**config.mk**
```make
export PLATFORM = sky130hd
export DESIGN_NAME = class_slot_table_top
export DESIGN_NICKNAME = d
export VERILOG_FILES = /design/src/cst_pkg.sv /design/src/cst_search.sv /design/src/cst_table.sv /design/src/class_slot_table_top.sv
export SDC_FILE = /design/constraint.sdc
export NUM_CORES = 1
export LEC_CHECK = 0
export BUFFER_PORTS_ARGS = -buffer_cell sky130_fd_sc_hd__buf_2
export CAP_MARGIN = 20
export CORE_UTILIZATION = 56
export DETAILED_ROUTE_END_ITERATION = 12
export PLACE_DENSITY = 0.73
export SYNTH_ARGS = -nofsm -noshare
export SYNTH_HDL_FRONTEND = slang
export SYNTH_SLANG_ARGS = --single-unit
```
**constraint.sdc**
```tcl
create_clock -name clk -period 12.65 [get_ports clk]
set_input_delay 1.8975 -clock clk [delete_from_list [all_inputs] [get_ports clk]]
set_output_delay 1.8975 -clock clk [all_outputs]
set_load 0.02 [all_outputs]
```
**src/cst_pkg.sv**
```systemverilog
// shared types and constants for the class slot table
package cst_pkg;

    localparam int unsigned CODE_W      = 8;
    localparam int unsigned SLOT_OUT_W  = 3;
    localparam int unsigned COUNT_OUT_W = 16;

    typedef struct packed {
        logic [CODE_W-1:0] item_color;
        logic [CODE_W-1:0] item_shape;
    } item_t;

    typedef struct packed {
        logic [SLOT_OUT_W-1:0]  slot_index;
        logic                   was_hit;
        logic                   was_added;
        logic                   table_full;
        logic [COUNT_OUT_W-1:0] slot_count;
    } result_t;

    // outcome of one lookup against the table
    typedef struct packed {
        logic hit;
        logic added;
        logic full;
    } lookup_t;

endpackage

```
**src/cst_search.sv**
```systemverilog
// parallel compare of a key against all entries, lowest match and lowest free slot
module cst_search #(
    parameter int unsigned NUM_SLOTS = 8,
    parameter int unsigned IDX_W     = 3
) (
    input  logic [NUM_SLOTS-1:0]                    valid,
    input  logic [NUM_SLOTS-1:0][cst_pkg::CODE_W-1:0] colors,
    input  logic [NUM_SLOTS-1:0][cst_pkg::CODE_W-1:0] shapes,
    input  cst_pkg::item_t                          key,
    output cst_pkg::lookup_t                        look,
    output logic [IDX_W-1:0]                        slot
);

    logic [NUM_SLOTS-1:0] match_vec;
    logic [IDX_W-1:0]     match_idx;
    logic [IDX_W-1:0]     free_idx;

    always_comb
    begin
        for (int k = 0; k < NUM_SLOTS; k++)
        begin
            match_vec[k] = valid[k] && (colors[k] == key.item_color)
                                    && (shapes[k] == key.item_shape);
        end
    end

    // scan from the top so the lowest index wins
    always_comb
    begin
        match_idx = '0;
        free_idx  = '0;
        for (int k = NUM_SLOTS - 1; k >= 0; k--)
        begin
            if (match_vec[k])
            begin
                match_idx = IDX_W'(k);
            end
            if (!valid[k])
            begin
                free_idx = IDX_W'(k);
            end
        end
    end

    always_comb
    begin
        look.hit   = |match_vec;
        look.added = !look.hit && !(&valid);
        look.full  = !look.hit && (&valid);
        priority if (look.hit)
        begin
            slot = match_idx;
        end
        else if (look.added)
        begin
            slot = free_idx;
        end
        else
        begin
            slot = '0;
        end
    end

endmodule

```
**src/cst_table.sv**
```systemverilog
// entry storage with per-item update: count bump on hit, claim on miss while a slot is free
module cst_table #(
    parameter int unsigned NUM_SLOTS  = 8,
    parameter int unsigned COUNT_BITS = 16,
    parameter int unsigned IDX_W      = 3
) (
    input  logic                  clk,
    input  logic                  rst_n,
    input  logic                  upd,
    input  cst_pkg::item_t        key,
    output cst_pkg::lookup_t      look,
    output logic [IDX_W-1:0]      slot,
    output logic [COUNT_BITS-1:0] count
);

    logic [NUM_SLOTS-1:0]                      valid_reg;
    logic [NUM_SLOTS-1:0][cst_pkg::CODE_W-1:0] color_reg;
    logic [NUM_SLOTS-1:0][cst_pkg::CODE_W-1:0] shape_reg;
    logic [NUM_SLOTS-1:0][COUNT_BITS-1:0]      count_reg;
    logic [COUNT_BITS-1:0]                     cur_count;

    cst_search #(
        .NUM_SLOTS (NUM_SLOTS),
        .IDX_W     (IDX_W)
    ) u_search (
        .valid  (valid_reg),
        .colors (color_reg),
        .shapes (shape_reg),
        .key    (key),
        .look   (look),
        .slot   (slot)
    );

    assign cur_count = count_reg[slot];

    // saturating bump on hit, one on claim, zero when full
    always_comb
    begin
        priority if (look.hit)
        begin
            count = (&cur_count) ? cur_count : cur_count + COUNT_BITS'(1);
        end
        else if (look.added)
        begin
            count = COUNT_BITS'(1);
        end
        else
        begin
            count = '0;
        end
    end

    always_ff @(posedge clk or negedge rst_n)
    begin
        if (!rst_n)
        begin
            valid_reg <= '0;
        end
        else if (upd && look.added)
        begin
            valid_reg[slot] <= 1'b1;
        end
    end

    always_ff @(posedge clk)
    begin
        if (upd && (look.hit || look.added))
        begin
            count_reg[slot] <= count;
        end
        if (upd && look.added)
        begin
            color_reg[slot] <= key.item_color;
            shape_reg[slot] <= key.item_shape;
        end
    end

endmodule

```
**src/class_slot_table_top.sv**
```systemverilog
// top level of the class slot table: input register, table, result register
//
// usage
//   - an item (color code, shape code) is transferred at a rising edge with
//     start high and busy low; busy is always low, so one item per cycle
//   - the item is held in an input register while all table entries are
//     compared with it in parallel and the table is updated
//   - the result is registered and shown for exactly one cycle with done high
//   - the start transfer loads item_reg and sets pend_reg; the result is
//     then registered into result_reg along with done_reg, so done is high
//     while the result is shown; throughput one item per clock, set by the
//     single compare-and-update pass over the flops
//   - a hit bumps the lowest matching entry's count (saturating); a miss
//     claims the lowest free entry with count one; with no match and no
//     free entry table_full is reported and the table is left as it was
//   - reset clears every entry's valid bit and drops any item in flight
//   - the receiver cannot stall; done is high for a single cycle per result
//   - slot_index carries the low 3 bits of the entry index, slot_count the
//     low 16 bits of the count
module class_slot_table_top #(
    parameter int unsigned NUM_SLOTS  = 8,
    parameter int unsigned COUNT_BITS = 16
) (
    input  logic             clk,
    input  logic             rst_n,
    input  logic             start,
    output logic             busy,
    input  cst_pkg::item_t   item,
    output logic             done,
    output cst_pkg::result_t result
);

    localparam int unsigned IDX_W = (NUM_SLOTS > 1) ? $clog2(NUM_SLOTS) : 1;

    // input stage
    logic             pend_reg;
    cst_pkg::item_t   item_reg;

    // table outcome for the held item
    cst_pkg::lookup_t      look;
    logic [IDX_W-1:0]      slot;
    logic [COUNT_BITS-1:0] count;

    // widened views so the output fields can be cut at any parameter value
    logic [IDX_W+cst_pkg::SLOT_OUT_W-1:0]       slot_wide;
    logic [COUNT_BITS+cst_pkg::COUNT_OUT_W-1:0] count_wide;

    // result stage
    logic             done_reg;
    cst_pkg::result_t result_reg;
    cst_pkg::result_t result_next;

    // every cycle completes one item, so nothing ever holds the sender off
    assign busy = 1'b0;

    always_ff @(posedge clk or negedge rst_n)
    begin
        if (!rst_n)
        begin
            pend_reg <= 1'b0;
        end
        else
        begin
            pend_reg <= start && !busy;
        end
    end

    always_ff @(posedge clk)
    begin
        if (start && !busy)
        begin
            item_reg <= item;
        end
    end

    cst_table #(
        .NUM_SLOTS  (NUM_SLOTS),
        .COUNT_BITS (COUNT_BITS),
        .IDX_W      (IDX_W)
    ) u_table (
        .clk   (clk),
        .rst_n (rst_n),
        .upd   (pend_reg),
        .key   (item_reg),
        .look  (look),
        .slot  (slot),
        .count (count)
    );

    assign slot_wide  = {{cst_pkg::SLOT_OUT_W{1'b0}}, slot};
    assign count_wide = {{cst_pkg::COUNT_OUT_W{1'b0}}, count};

    always_comb
    begin
        result_next.slot_index = slot_wide[cst_pkg::SLOT_OUT_W-1:0];
        result_next.was_hit    = look.hit;
        result_next.was_added  = look.added;
        result_next.table_full = look.full;
        result_next.slot_count = count_wide[cst_pkg::COUNT_OUT_W-1:0];
    end

    always_ff @(posedge clk or negedge rst_n)
    begin
        if (!rst_n)
        begin
            done_reg <= 1'b0;
        end
        else
        begin
            done_reg <= pend_reg;
        end
    end

    always_ff @(posedge clk)
    begin
        if (pend_reg)
        begin
            result_reg <= result_next;
        end
    end

    assign done   = done_reg;
    assign result = result_reg;

endmodule
```
# == Word-level counts from Yosys, hierarchy flattened ==
# Index checks and enable logic that the tools add are counted.
# totals
register_bits,304
input_bits,19
output_inout_bits,24
word_cells,113
# op_classes
add_sub_neg,1
magnitude_cmp,2
n_eq_ne,16
muxes,32
bitwise_logic,1
n_reduce_logical,27
# ops
cell,count
128-bit bitwise mux,1
64-bit bitwise mux,2
8-bit == test,16
16-bit two-way mux,4
3-bit two-way mux,18
16-bit binary-select mux with 3-bit select,1
16-bit demux with 3-bit select,1
8-bit demux with 3-bit select,1
1-bit logical AND,21
16-bit by 1-bit adder with 16-bit output (second input constant),1
16-bit AND reduction,1
8-bit two-way mux,1
8-bit OR,1
8-bit AND reduction,1
8-bit OR reduction,1
3-bit by 4-bit less-than comparator with 1-bit output (second input constant),1
1-bit demux with 3-bit select,1
3-bit by 1-bit greater-or-equal comparator with 1-bit output (second input constant),1
1-bit logical NOT,2
1-bit two-way mux,2
1-bit logical OR,1

# == Longest topological paths before layout ==
# Gate-level depths: netlist (run 1).
# depth
ltp_word,18
mapped_depth,21
depth_no_buf,16

# == Hierarchy ==
# From an unflattened synthesis (run 1), not the netlist that was laid out.
# unflattened
cells_unflattened,815
hier_area_um2,13160.1
# by_module_without_submodules
mod,n_inst,cells_each,area_per_inst_um2,seq_area_each_um2
cst_table,1,493,9858.2,7887.6
cst_search,1,280,2099.5,0.0
class_slot_table_top,1,42,1202.4,1191.1

# == Worst setup path after synthesis (run 1) ==
# OpenSTA, ideal clock, no wires.
# synth_timing
path_kind,register -> register
start,register item_reg[14] (netlist bit)
end,"register result_reg, in the netlist result[12], data pin"
setup_time_ps,275
arrival_ps,5037
t_required_ps,12375
slack_ps,7338
stages_incl_launch_ff,19
path_buffers,4
period_less_slack_ps,5312
path_cell_list,edfxtp_1 buf_6 xor2_1 or4_1 or4_4 o22ai_4 nor2_1 nand2b_1 buf_2 buf_1 o22ai_1 or4_1 nand2_1 ha_1 o221ai_1 or3_1 buf_2 o21a_1 nor3_1
# synth_via
elab_chain_len,17
word_cells_on_any_way,43
classes_between,add/sub: 1; eq/ne: 8; mux: 14; reduce/logical: 20
# synth_rtl
item,line,text
"start, declared",class_slot_table_top.sv:37,cst_pkg::item_t item_reg;
"start signal, assigned",class_slot_table_top.sv:72,item_reg <= item;
8-bit == test,cst_search.sv:22,match_vec[k] = valid[k] && (colors[k] == key.item_color)
1-bit logical AND,cst_search.sv:22,
1-bit logical AND,cst_search.sv:23,&& (shapes[k] == key.item_shape);
3-bit two-way mux (8 in series),cst_search.sv:34,if (match_vec[k])
3-bit two-way mux,cst_search.sv:50,priority if (look.hit)
16-bit binary-select mux with 3-bit select,cst_table.sv:34,assign cur_count = count_reg[slot];
16-bit two-way mux (implied by the code),cst_table.sv:34,
16-bit by 1-bit adder with 16-bit output / 16-bit AND reduction (equally long branches),cst_table.sv:41,count = (&cur_count) ? cur_count : cur_count + COUNT_BITS'(1);
16-bit two-way mux,cst_table.sv:41,
16-bit two-way mux *,cst_table.sv:39,priority if (look.hit)
net count[12],class_slot_table_top.sv:42,logic [COUNT_BITS-1:0] count;
"end signal, assigned",class_slot_table_top.sv:118,result_reg <= result_next;
"end, declared",class_slot_table_top.sv:50,cst_pkg::result_t result_reg;
# The timed path passes the listed nets; every way through them passes the cells marked *. The select of a mux whose other input is x is not followed.
# A chain may end at the register's enable or synchronous reset.

# == Worst setup path in the final report (run 1) ==
# layout_timing
start,register item_reg[12] (netlist bit)
end,"register u_table.count_reg[52] (netlist bit), data pin"
# layout_via
elab_chain_len,18
word_cells_on_any_way,49
classes_between,add/sub: 1; order compare: 2; eq/ne: 8; mux: 17; reduce/logical: 21
# layout_rtl
item,line,text
8-bit == test,cst_search.sv:22,
1-bit logical AND,cst_search.sv:22,
1-bit logical AND,cst_search.sv:23,
3-bit two-way mux (8 in series),cst_search.sv:34,
3-bit two-way mux,cst_search.sv:50,
16-bit binary-select mux with 3-bit select,cst_table.sv:34,
16-bit two-way mux (implied by the code),cst_table.sv:34,
16-bit by 1-bit adder with 16-bit output / 16-bit AND reduction (equally long branches),cst_table.sv:41,
16-bit two-way mux,cst_table.sv:41,
16-bit two-way mux *,cst_table.sv:39,
net count[4],class_slot_table_top.sv:42,
128-bit bitwise mux *,cst_table.sv:69,count_reg[slot] <= count;
"end signal, assigned by index",cst_table.sv:69,
"end, declared",cst_table.sv:19,logic [NUM_SLOTS-1:0][COUNT_BITS-1:0] count_reg;
# Marked as above.

==> results.json, run 1 <==
{
  "synth-async-reset-ratio_pct": 3.29,
  "achievable-frequency_ghz": 0.143,
  "synthSimpleGateAreaFrac_pct": 11.1,
  "post-cts-setup-buffer-count": 0,
  "synthMuxAreaShare_pct": 0.714,
  "outcome": "completed",
  "rsz_0062_raised_after_global_routing": "false",
  "critical_path.cell_chain": "xor2_1 -> nor4_1 -> nand4_1 -> o22ai_1 -> nor4_2 -> buf_4 -> a21oi_1 -> and2_1 -> inv_4 -> or4_1 -> nand2_1 -> ha_1 -> o221ai_1 -> or3_1 -> nor2_8 -> nor2_1 -> a211oi_1",
  "boundaryPins": 43,
  "synth-seq-area-share_pct": 70.0,
  "average_footprint_of_a_synthesized_cell_um2": 14.7,
  "ctsHoldBuffers": 0,
  "yosys_most_used_dff": "sky130_fd_sc_hd__edfxtp_1",
  "avgViaCountPerCell": 6.23,
  "grt_pass1_wl_um": 46100,
  "synth_fa_ha_area_share_pct": 0.0965,
  "floorplan.die_area_um2": 23800,
  "drt-pass1-iter-count": 5,
  "synth.area.top_cells": "sky130_fd_sc_hd__edfxtp_1 (68%), sky130_fd_sc_hd__xor2_1 (4.9%), sky130_fd_sc_hd__xnor2_1 (4.5%), sky130_fd_sc_hd__dfrtp_1 (1.9%), sky130_fd_sc_hd__nor2_1 (1.6%)",
  "largest_register_ff_count": 128,
  "hold_path_class": "register to register",
  "timing.max_slew.rel_slack_pct": 29.8,
  "synth-seq-cells": 304,
  "synthDominantCellAreaShare_pct": 68.1,
  "first_global_vias": 7311,
  "antenna_found_initial": 0,
  "worst_setup_path_start_kind": "register",
  "diodes": 0,
  "reg2reg_setup_slack_ns": 5.64,
  "required_ns": 12.87,
  "synthesis.yosys.warnings": 0,
  "tritoncts": "built",
  "timing.critical_path.fanout_max": 19,
  "layout.nets": 960,
  "htree_levels": 1,
  "fp-row-count": 55,
  "core_um2": 22600,
  "post_cts_resized": 0,
  "post_route_wl_um": 31100,
  "tns_ns": 0,
  "synth_unique_cells": 67,
  "placed_standard_cell_area_um2": 13500,
  "cts_made_buffers": 30,
  "synth-xor-area-share_pct": 9.46,
  "synth_area_um2": 13000,
  "crit_family": "simple AND/OR/NAND/NOR gates",
  "detailedPlacementHpwl_um": 19900,
  "drive_gt1_share_pct": 14.7,
  "timing_worst_setup_path_type": "register to register",
  "met1_length_um": 14100,
  "timing.max_cap.violations": 0,
  "drc": 0,
  "routed-via-count": 7774,
  "chipWidth_um": 154,
  "worst_clock_skew_ns": 0.0142,
  "report.final.setup_viol": 0,
  "layout_worst_path_cycle_share_pct": 55.4,
  "maxUsedRoutingLayer": "met4",
  "number_of_flops_mapped_to_enable_cells_by_yosys": 294,
  "met2WireLength_um": 13600,
  "mappedNetlistNets": 904,
  "cts.path.max_buffers": 3,
  "critPathArrivalTime_ns": 7.23,
  "max_slew.worst_pin.slew_ns": 1.05,
  "groute.usage.overall_pct": 26.5,
  "clock_latency_ns": 0.55,
  "globalRouteOverflowTotal": 0,
  "p_leak_nw": 4.83,
  "gp_congestion": 0.959,
  "post_drt_wl_per_cell_um": 24.9,
  "clock-root-buffer": "sky130_fd_sc_hd__clkbuf_16",
  "cts_sinks": 304,
  "antenna_left": 0,
  "syn_to_final_growth_pct": 11.9,
  "synth_top_family_by_area": "simple AND/OR/NAND/NOR gates",
  "power-per-cell-area_nw_per_um2": 289,
  "path_clk_slew_ns": 0.06,
  "postSynthCellCount": 884,
  "count_of_buffering_cells_on_the_critical_path_with_inverters_included": 2,
  "total_met3_wirelength_after_detailed_routing_um": 2880,
  "finish.instance_area_um2": 14500,
  "timing.final.crit_period_ns": 7.01,
  "start_util_pct": 57.3,
  "vdd_drop_max_uv": 207,
  "io_buffer_count": 41,
  "critical_path.max_stage_delay_ns": 0.77,
  "die_height_um": 154,
  "timing.critical_path.to_type": "register",
  "cp_slowest_cell": "sky130_fd_sc_hd__a211oi_1",
  "largest_net_degree_at_the_start_of_global_routing": 28,
  "final_hold_violations": 0,
  "post-synth-top-area-cell": "sky130_fd_sc_hd__edfxtp_1",
  "final-max-slew-violation-count": 0,
  "initialDrtViolationCount": 998,
  "synthesized_area_fraction_occupied_by_ao_oa_aoi_and_oai_cells_pct": 6.66
}
==> layout make-up <==
| cell class | count | area, um2 |
|---|---|---|
| Clock inverter | 10 | 121 |
| Inverter | 8 | 32.5 |
| Fill cell | 1615 | 8140 |
| Timing Repair Buffer | 66 | 393 |
| Clock buffer | 44 | 885 |
| Tap cell | 285 | 357 |
| Multi-Input combinational cell | 530 | 3630 |
| Sequential cell | 304 | 9080 |
==> final timing paths <==
| path | endpoint | start | cells after the start |
|---|---|---|---|
| worst max-delay path | u_table.count_reg[52]$_DFFE_PP_ | item_reg[12]$_DFFE_PP_ | 17 |
| worst min-delay path | u_table.valid_reg[6]$_DFFE_PN0P_ | u_table.valid_reg[6]$_DFFE_PN0P_ | 1 |
| worst max register to register | u_table.count_reg[52]$_DFFE_PP_ | item_reg[12]$_DFFE_PP_ | 17 |
| worst min register to register | u_table.valid_reg[6]$_DFFE_PN0P_ | u_table.valid_reg[6]$_DFFE_PN0P_ | 1 |
| max in group asynchronous | pend_reg$_DFF_PN0_ | rst_n | 1 |
| min in group asynchronous | u_table.valid_reg[5]$_DFFE_PN0P_ | rst_n | 1 |
==> synth_stat cells (all sizes together), types with 2 or more instances <==
| master | n |
|---|---|
| nor2b | 6 |
| o22ai | 22 |
| o32ai | 2 |
| or4b | 2 |
| o211ai | 6 |
| nor4b | 4 |
| and3 | 4 |
| o22a | 8 |
| nand2b | 3 |
| nand4b | 3 |
| edfxtp | 294 |
| nand3b | 5 |
| and2 | 3 |
| or4 | 8 |
| and4 | 2 |
| mux2i | 7 |
| a21o | 8 |
| xor2 | 73 |
| xnor2 | 67 |
| a21oi | 36 |
| clkbuf | 19 |
| or2 | 14 |
| a22oi | 3 |
| nand2 | 22 |
| o21ai | 20 |
| o21a | 3 |
| nor4bb | 4 |
| o2bb2ai | 2 |
| nor3b | 6 |
| dfrtp | 10 |
| inv | 8 |
| o21bai | 3 |
| nor4 | 24 |
| a211oi | 5 |
| nand4 | 20 |
| buf | 23 |
| nor2 | 55 |
| nor3 | 34 |
| mux2 | 2 |
| nand3 | 15 |
| or3 | 16 |
==> layout by cell type (no fill, tap or decap), types with 4 or more instances in the layout <==
cell type and instances:
sky130_fd_sc_hd__a21o_1 8, sky130_fd_sc_hd__nor3b_1 6, sky130_fd_sc_hd__or2_2 14, sky130_fd_sc_hd__dfrtp_1 10, sky130_fd_sc_hd__buf_2 41, sky130_fd_sc_hd__o211ai_1 5, sky130_fd_sc_hd__buf_4 24, sky130_fd_sc_hd__nand3_1 15
sky130_fd_sc_hd__edfxtp_1 294, sky130_fd_sc_hd__nand3b_1 5, sky130_fd_sc_hd__xnor2_1 67, sky130_fd_sc_hd__a211oi_1 5, sky130_fd_sc_hd__a21oi_1 36, sky130_fd_sc_hd__or3_1 16, sky130_fd_sc_hd__clkbuf_1 7, sky130_fd_sc_hd__clkbuf_16 31
sky130_fd_sc_hd__xor2_1 73, sky130_fd_sc_hd__clkbuf_8 6, sky130_fd_sc_hd__nor4b_1 4, sky130_fd_sc_hd__nor3_1 34, sky130_fd_sc_hd__nor2b_1 6, sky130_fd_sc_hd__nor4_1 22, sky130_fd_sc_hd__or4_1 6, sky130_fd_sc_hd__nand2_1 22
sky130_fd_sc_hd__and3_1 4, sky130_fd_sc_hd__inv_1 7, sky130_fd_sc_hd__nor2_1 54, sky130_fd_sc_hd__o22ai_1 20, sky130_fd_sc_hd__nand4_1 20, sky130_fd_sc_hd__clkinv_2 4, sky130_fd_sc_hd__o21ai_2 4, sky130_fd_sc_hd__nor4bb_1 4
sky130_fd_sc_hd__mux2i_1 7, sky130_fd_sc_hd__o21ai_0 14, sky130_fd_sc_hd__o22a_1 8
==> stage by stage <==
stage	power (mW)	util (%)	instances	hold WS [ns]	setup slack, ns
detailed placement	3.25	59.5	1191	0.506	5.76
global placement	3.24	59.5	1191	0.510	5.93
finish	4.19	64.1	1247	0.526	5.64
global route	4.38	64.1	1247	0.551	5.26
floorplan	2.72	-	884	0.478	7.34
CTS	4.17	64.0	1245	0.527	5.75
==> kinds of logic (layout without fill, tap and decap cells) <==
| family | after synthesis | in the layout |
|---|---|---|
| and+or+nand+nor | 252 | 252 |
| adders and majority gates | 1 | 1 |
| DFF | 304 | 304 |
| xor gates and xnor gates | 140 | 140 |
| muxes | 9 | 9 |
| buffers and inverters | 50 | 128 |
| AOI/OAI and AO/OA | 127 | 127 |
| other | 1 | 1 |
==> where the power goes <==
group	internal (mW)	switching, mW	total, mW
clock network	0.541	0.362	0.903
registers	1.40	0.106	1.51
logic	0.600	1.18	1.78
==> routing by layer <==
layer	vias up	GRT usage, %
met5	-	0
li1	3475	-
met2	383	38.7
met4	0	6.10
met3	43	4.14
met1	3873	41.8
(Power assumes the default switching activity.)
==> run 2: changes to the inputs <==
Settings changed: PLACE_DENSITY 0.73 to 0.76.
Clock period 12.65 ns to 6.4 ns, I/O delays scaled along.
==> run 2 against run 1 <==
Effect of this change:
- sequential share of layout area down 0.83 points
- flip-flop and latch count unchanged
- clock power up 90%
- clock skew down 0.00087 ns
==> results.json, run 2 (synthesis results as in run 1) <==
{
  "outcome": "completed",
  "rsz_0062_raised_after_global_routing": "false",
  "routed-via-count": 7986,
  "antenna_left": 0,
  "layout.nets": 992,
  "post-cts-setup-buffer-count": 0,
  "most_prevalent_standard_cell_on_the_critical_path": "sky130_fd_sc_hd__buf_4",
  "worst_setup_path_start_kind": "register",
  "layout_worst_path_cycle_share_pct": 93.1,
  "cts.path.max_buffers": 3,
  "power.sequential.fraction_pct": 35.7,
  "largest_register_ff_count": 128,
  "path_clk_slew_ns": 0.06,
  "initialDrtViolationCount": 793,
  "fp-row-count": 55,
  "met2WireLength_um": 13400,
  "area_of_the_multi_input_gates_um2": 3630,
  "first_global_vias": 7931,
  "maxUsedRoutingLayer": "met4",
  "report.final.setup_viol": 0,
  "crit-reg2reg-launch": "item_reg[2]$_DFFE_PP_",
  "detailedPlacementHpwl_um": 20000,
  "antenna_found_initial": 0,
  "clock-root-buffer": "sky130_fd_sc_hd__clkbuf_16",
  "timing.reg2reg.worst_path_depth": 15,
  "max_slew.worst_pin.slew_ns": 1.00,
  "hold_path_class": "input pin to asynchronous set/reset pin",
  "worst_clock_skew_ns": 0.0133,
  "drive_gt1_share_pct": 17.3,
  "syn_to_final_growth_pct": 13.4,
  "power-per-cell-area_nw_per_um2": 565,
  "post-route-worst-setup-slack_ns": 0.443,
  "finish.instance_area_um2": 14700,
  "vdd_drop_max_uv": 438,
  "largest_net_degree_at_the_start_of_global_routing": 28,
  "grt_pass1_wl_um": 46900,
  "reg2reg_setup_slack_ns": 0.44,
  "critical_path.max_stage_delay_ns": 0.81,
  "timing.critical_path.fanout_max": 17,
  "post_cts_resized": 0,
  "post_drt_wl_per_cell_um": 24.1,
  "required_ns": 6.66,
  "post_route_wl_um": 30800,
  "globalRouteOverflowTotal": 0,
  "timing_worst_setup_path_type": "register to register",
  "clock_latency_ns": 0.56,
  "layout.cells.most_common_list": "sky130_fd_sc_hd__edfxtp_1 (294), sky130_fd_sc_hd__xor2_1 (73), sky130_fd_sc_hd__xnor2_1 (67)",
  "final-max-slew-violation-count": 0,
  "sw_frac_of_total_pct": 39.5,
  "placed_standard_cell_area_um2": 13700,
  "final_hold_violations": 0,
  "critical_path.cell_chain": "xor2_1 -> nor4_1 -> nand4_1 -> o22ai_1 -> buf_4 -> or4_1 -> a21oi_1 -> nor4b_1 -> nand2_1 -> o22a_1 -> or4b_1 -> buf_4 -> o21ai_2 -> xnor2_1 -> nor2_1",
  "seqCellArea_um2": 9080,
  "total_switching_power_mw": 3.28,
  "clkPwrFrac_pct": 20.8,
  "met1_length_um": 13700,
  "die_height_um": 154,
  "timing.max_cap.violations": 0,
  "tritoncts": "built",
  "gp_congestion": 0.880,
  "layout.cells.most_common": "sky130_fd_sc_hd__edfxtp_1",
  "achievable-frequency_ghz": 0.168,
  "cts_made_buffers": 31,
  "count_of_buffering_cells_on_the_critical_path_with_inverters_included": 2,
  "nFillCells": 1574,
  "p_leak_nw": 4.95,
  "reg2reg_to": "u_table.count_reg[115]$_DFFE_PP_",
  "timing.max_slew.rel_slack_pct": 32.8,
  "boundaryPins": 43,
  "total_met3_wirelength_after_detailed_routing_um": 3140,
  "power_report.internal_total_mw": 5.03,
  "groute.usage.overall_pct": 26.6,
  "cts_sinks": 304,
  "core_um2": 22600,
  "post-place-ws_ns": 0.563,
  "ctsHoldBuffers": 0,
  "power.combinational.fraction_pct": 43.5,
  "critPathArrivalTime_ns": 6.22,
  "layout.cells.non_filler": 1281,
  "drt-pass1-iter-count": 5,
  "crit_family": "simple AND/OR/NAND/NOR gates",
  "floorplan.die_area_um2": 23800,
  "cp_slowest_cell": "sky130_fd_sc_hd__edfxtp_1",
  "number_of_cells_after_detailed_placement": 1224,
  "tns_ns": 0,
  "timing.final.crit_period_ns": 5.96,
  "diodes": 0,
  "chipWidth_um": 154,
  "timing.critical_path.to_type": "register",
  "avgViaCountPerCell": 6.23,
  "htree_levels": 1,
  "drc": 0,
  "start_util_pct": 57.3,
  "io_buffer_count": 41
}
## run 2: worst max-delay path by stage
stage	from	to	slack (ns)	cells past startpoint
2_1_floorplan	item_reg[14]$_DFFE_PP_	result[12]$_DFFE_PP_	1.09	18
3_3_place_gp	item_reg[9]$_DFFE_PP_	u_table.count_reg[51]$_DFFE_PP_	0.63	16
3_5_place_dp	item_reg[9]$_DFFE_PP_	result[3]$_DFFE_PP_	0.56	16
4_1_cts	item_reg[2]$_DFFE_PP_	u_table.count_reg[115]$_DFFE_PP_	0.44	15
5_1_grt	item_reg[2]$_DFFE_PP_	u_table.count_reg[41]$_DFFE_PP_	0.02	15
6_report	item_reg[2]$_DFFE_PP_	u_table.count_reg[115]$_DFFE_PP_	0.44	15
## run 2: metal layers
layer | track usage, % | up-vias
met5 | 0 | -
met4 | 8.00 | 0
met3 | 5.75 | 52
met2 | 38.9 | 455
met1 | 40.2 | 3938
li1 | - | 3541
## run 2: power groups by stage
stage,clock (mW),combinational [mW],sequential [mW]
finish,1.72,3.61,2.96
global route,1.81,3.86,3.00
CTS,1.74,3.55,2.96
detailed placement,0,3.51,2.99
global placement,0,3.46,2.98
floorplan,0,2.41,2.97
## run 2: metrics by stage
step | hold WS, ns | power, mW | util [%]
global placement | 0.514 | 6.44 | 60.6
global route | 0.285 | 8.67 | 64.9
detailed placement | 0.511 | 6.50 | 60.6
finish | 0.278 | 8.30 | 64.9
CTS | 0.272 | 8.25 | 64.9
floorplan | 0.478 | 5.38 | -
## run 2: worst register-to-register path, cell delays in order, from the launching register on
cell and delay, ns:
sky130_fd_sc_hd__edfxtp_1 0.81, sky130_fd_sc_hd__xor2_1 0.18, sky130_fd_sc_hd__nor4_1 0.50, sky130_fd_sc_hd__nand4_1 0.31, sky130_fd_sc_hd__o22ai_1 0.24, sky130_fd_sc_hd__buf_4 0.20
sky130_fd_sc_hd__or4_1 0.52, sky130_fd_sc_hd__a21oi_1 0.17, sky130_fd_sc_hd__nor4b_1 0.69, sky130_fd_sc_hd__nand2_1 0.17, sky130_fd_sc_hd__o22a_1 0.29, sky130_fd_sc_hd__or4b_1 0.64
sky130_fd_sc_hd__buf_4 0.23, sky130_fd_sc_hd__o21ai_2 0.13, sky130_fd_sc_hd__xnor2_1 0.08, sky130_fd_sc_hd__nor2_1 0.49
## run 2: area by class of cell
class	instances	share of cell area [%]
clock inverters	20	1.16
inverters	8	0.221
well taps	285	2.43
multi-input cells	530	24.7
clock buffers	37	5.43
repair buffers	97	4.26
flip-flops and latches	304	61.8
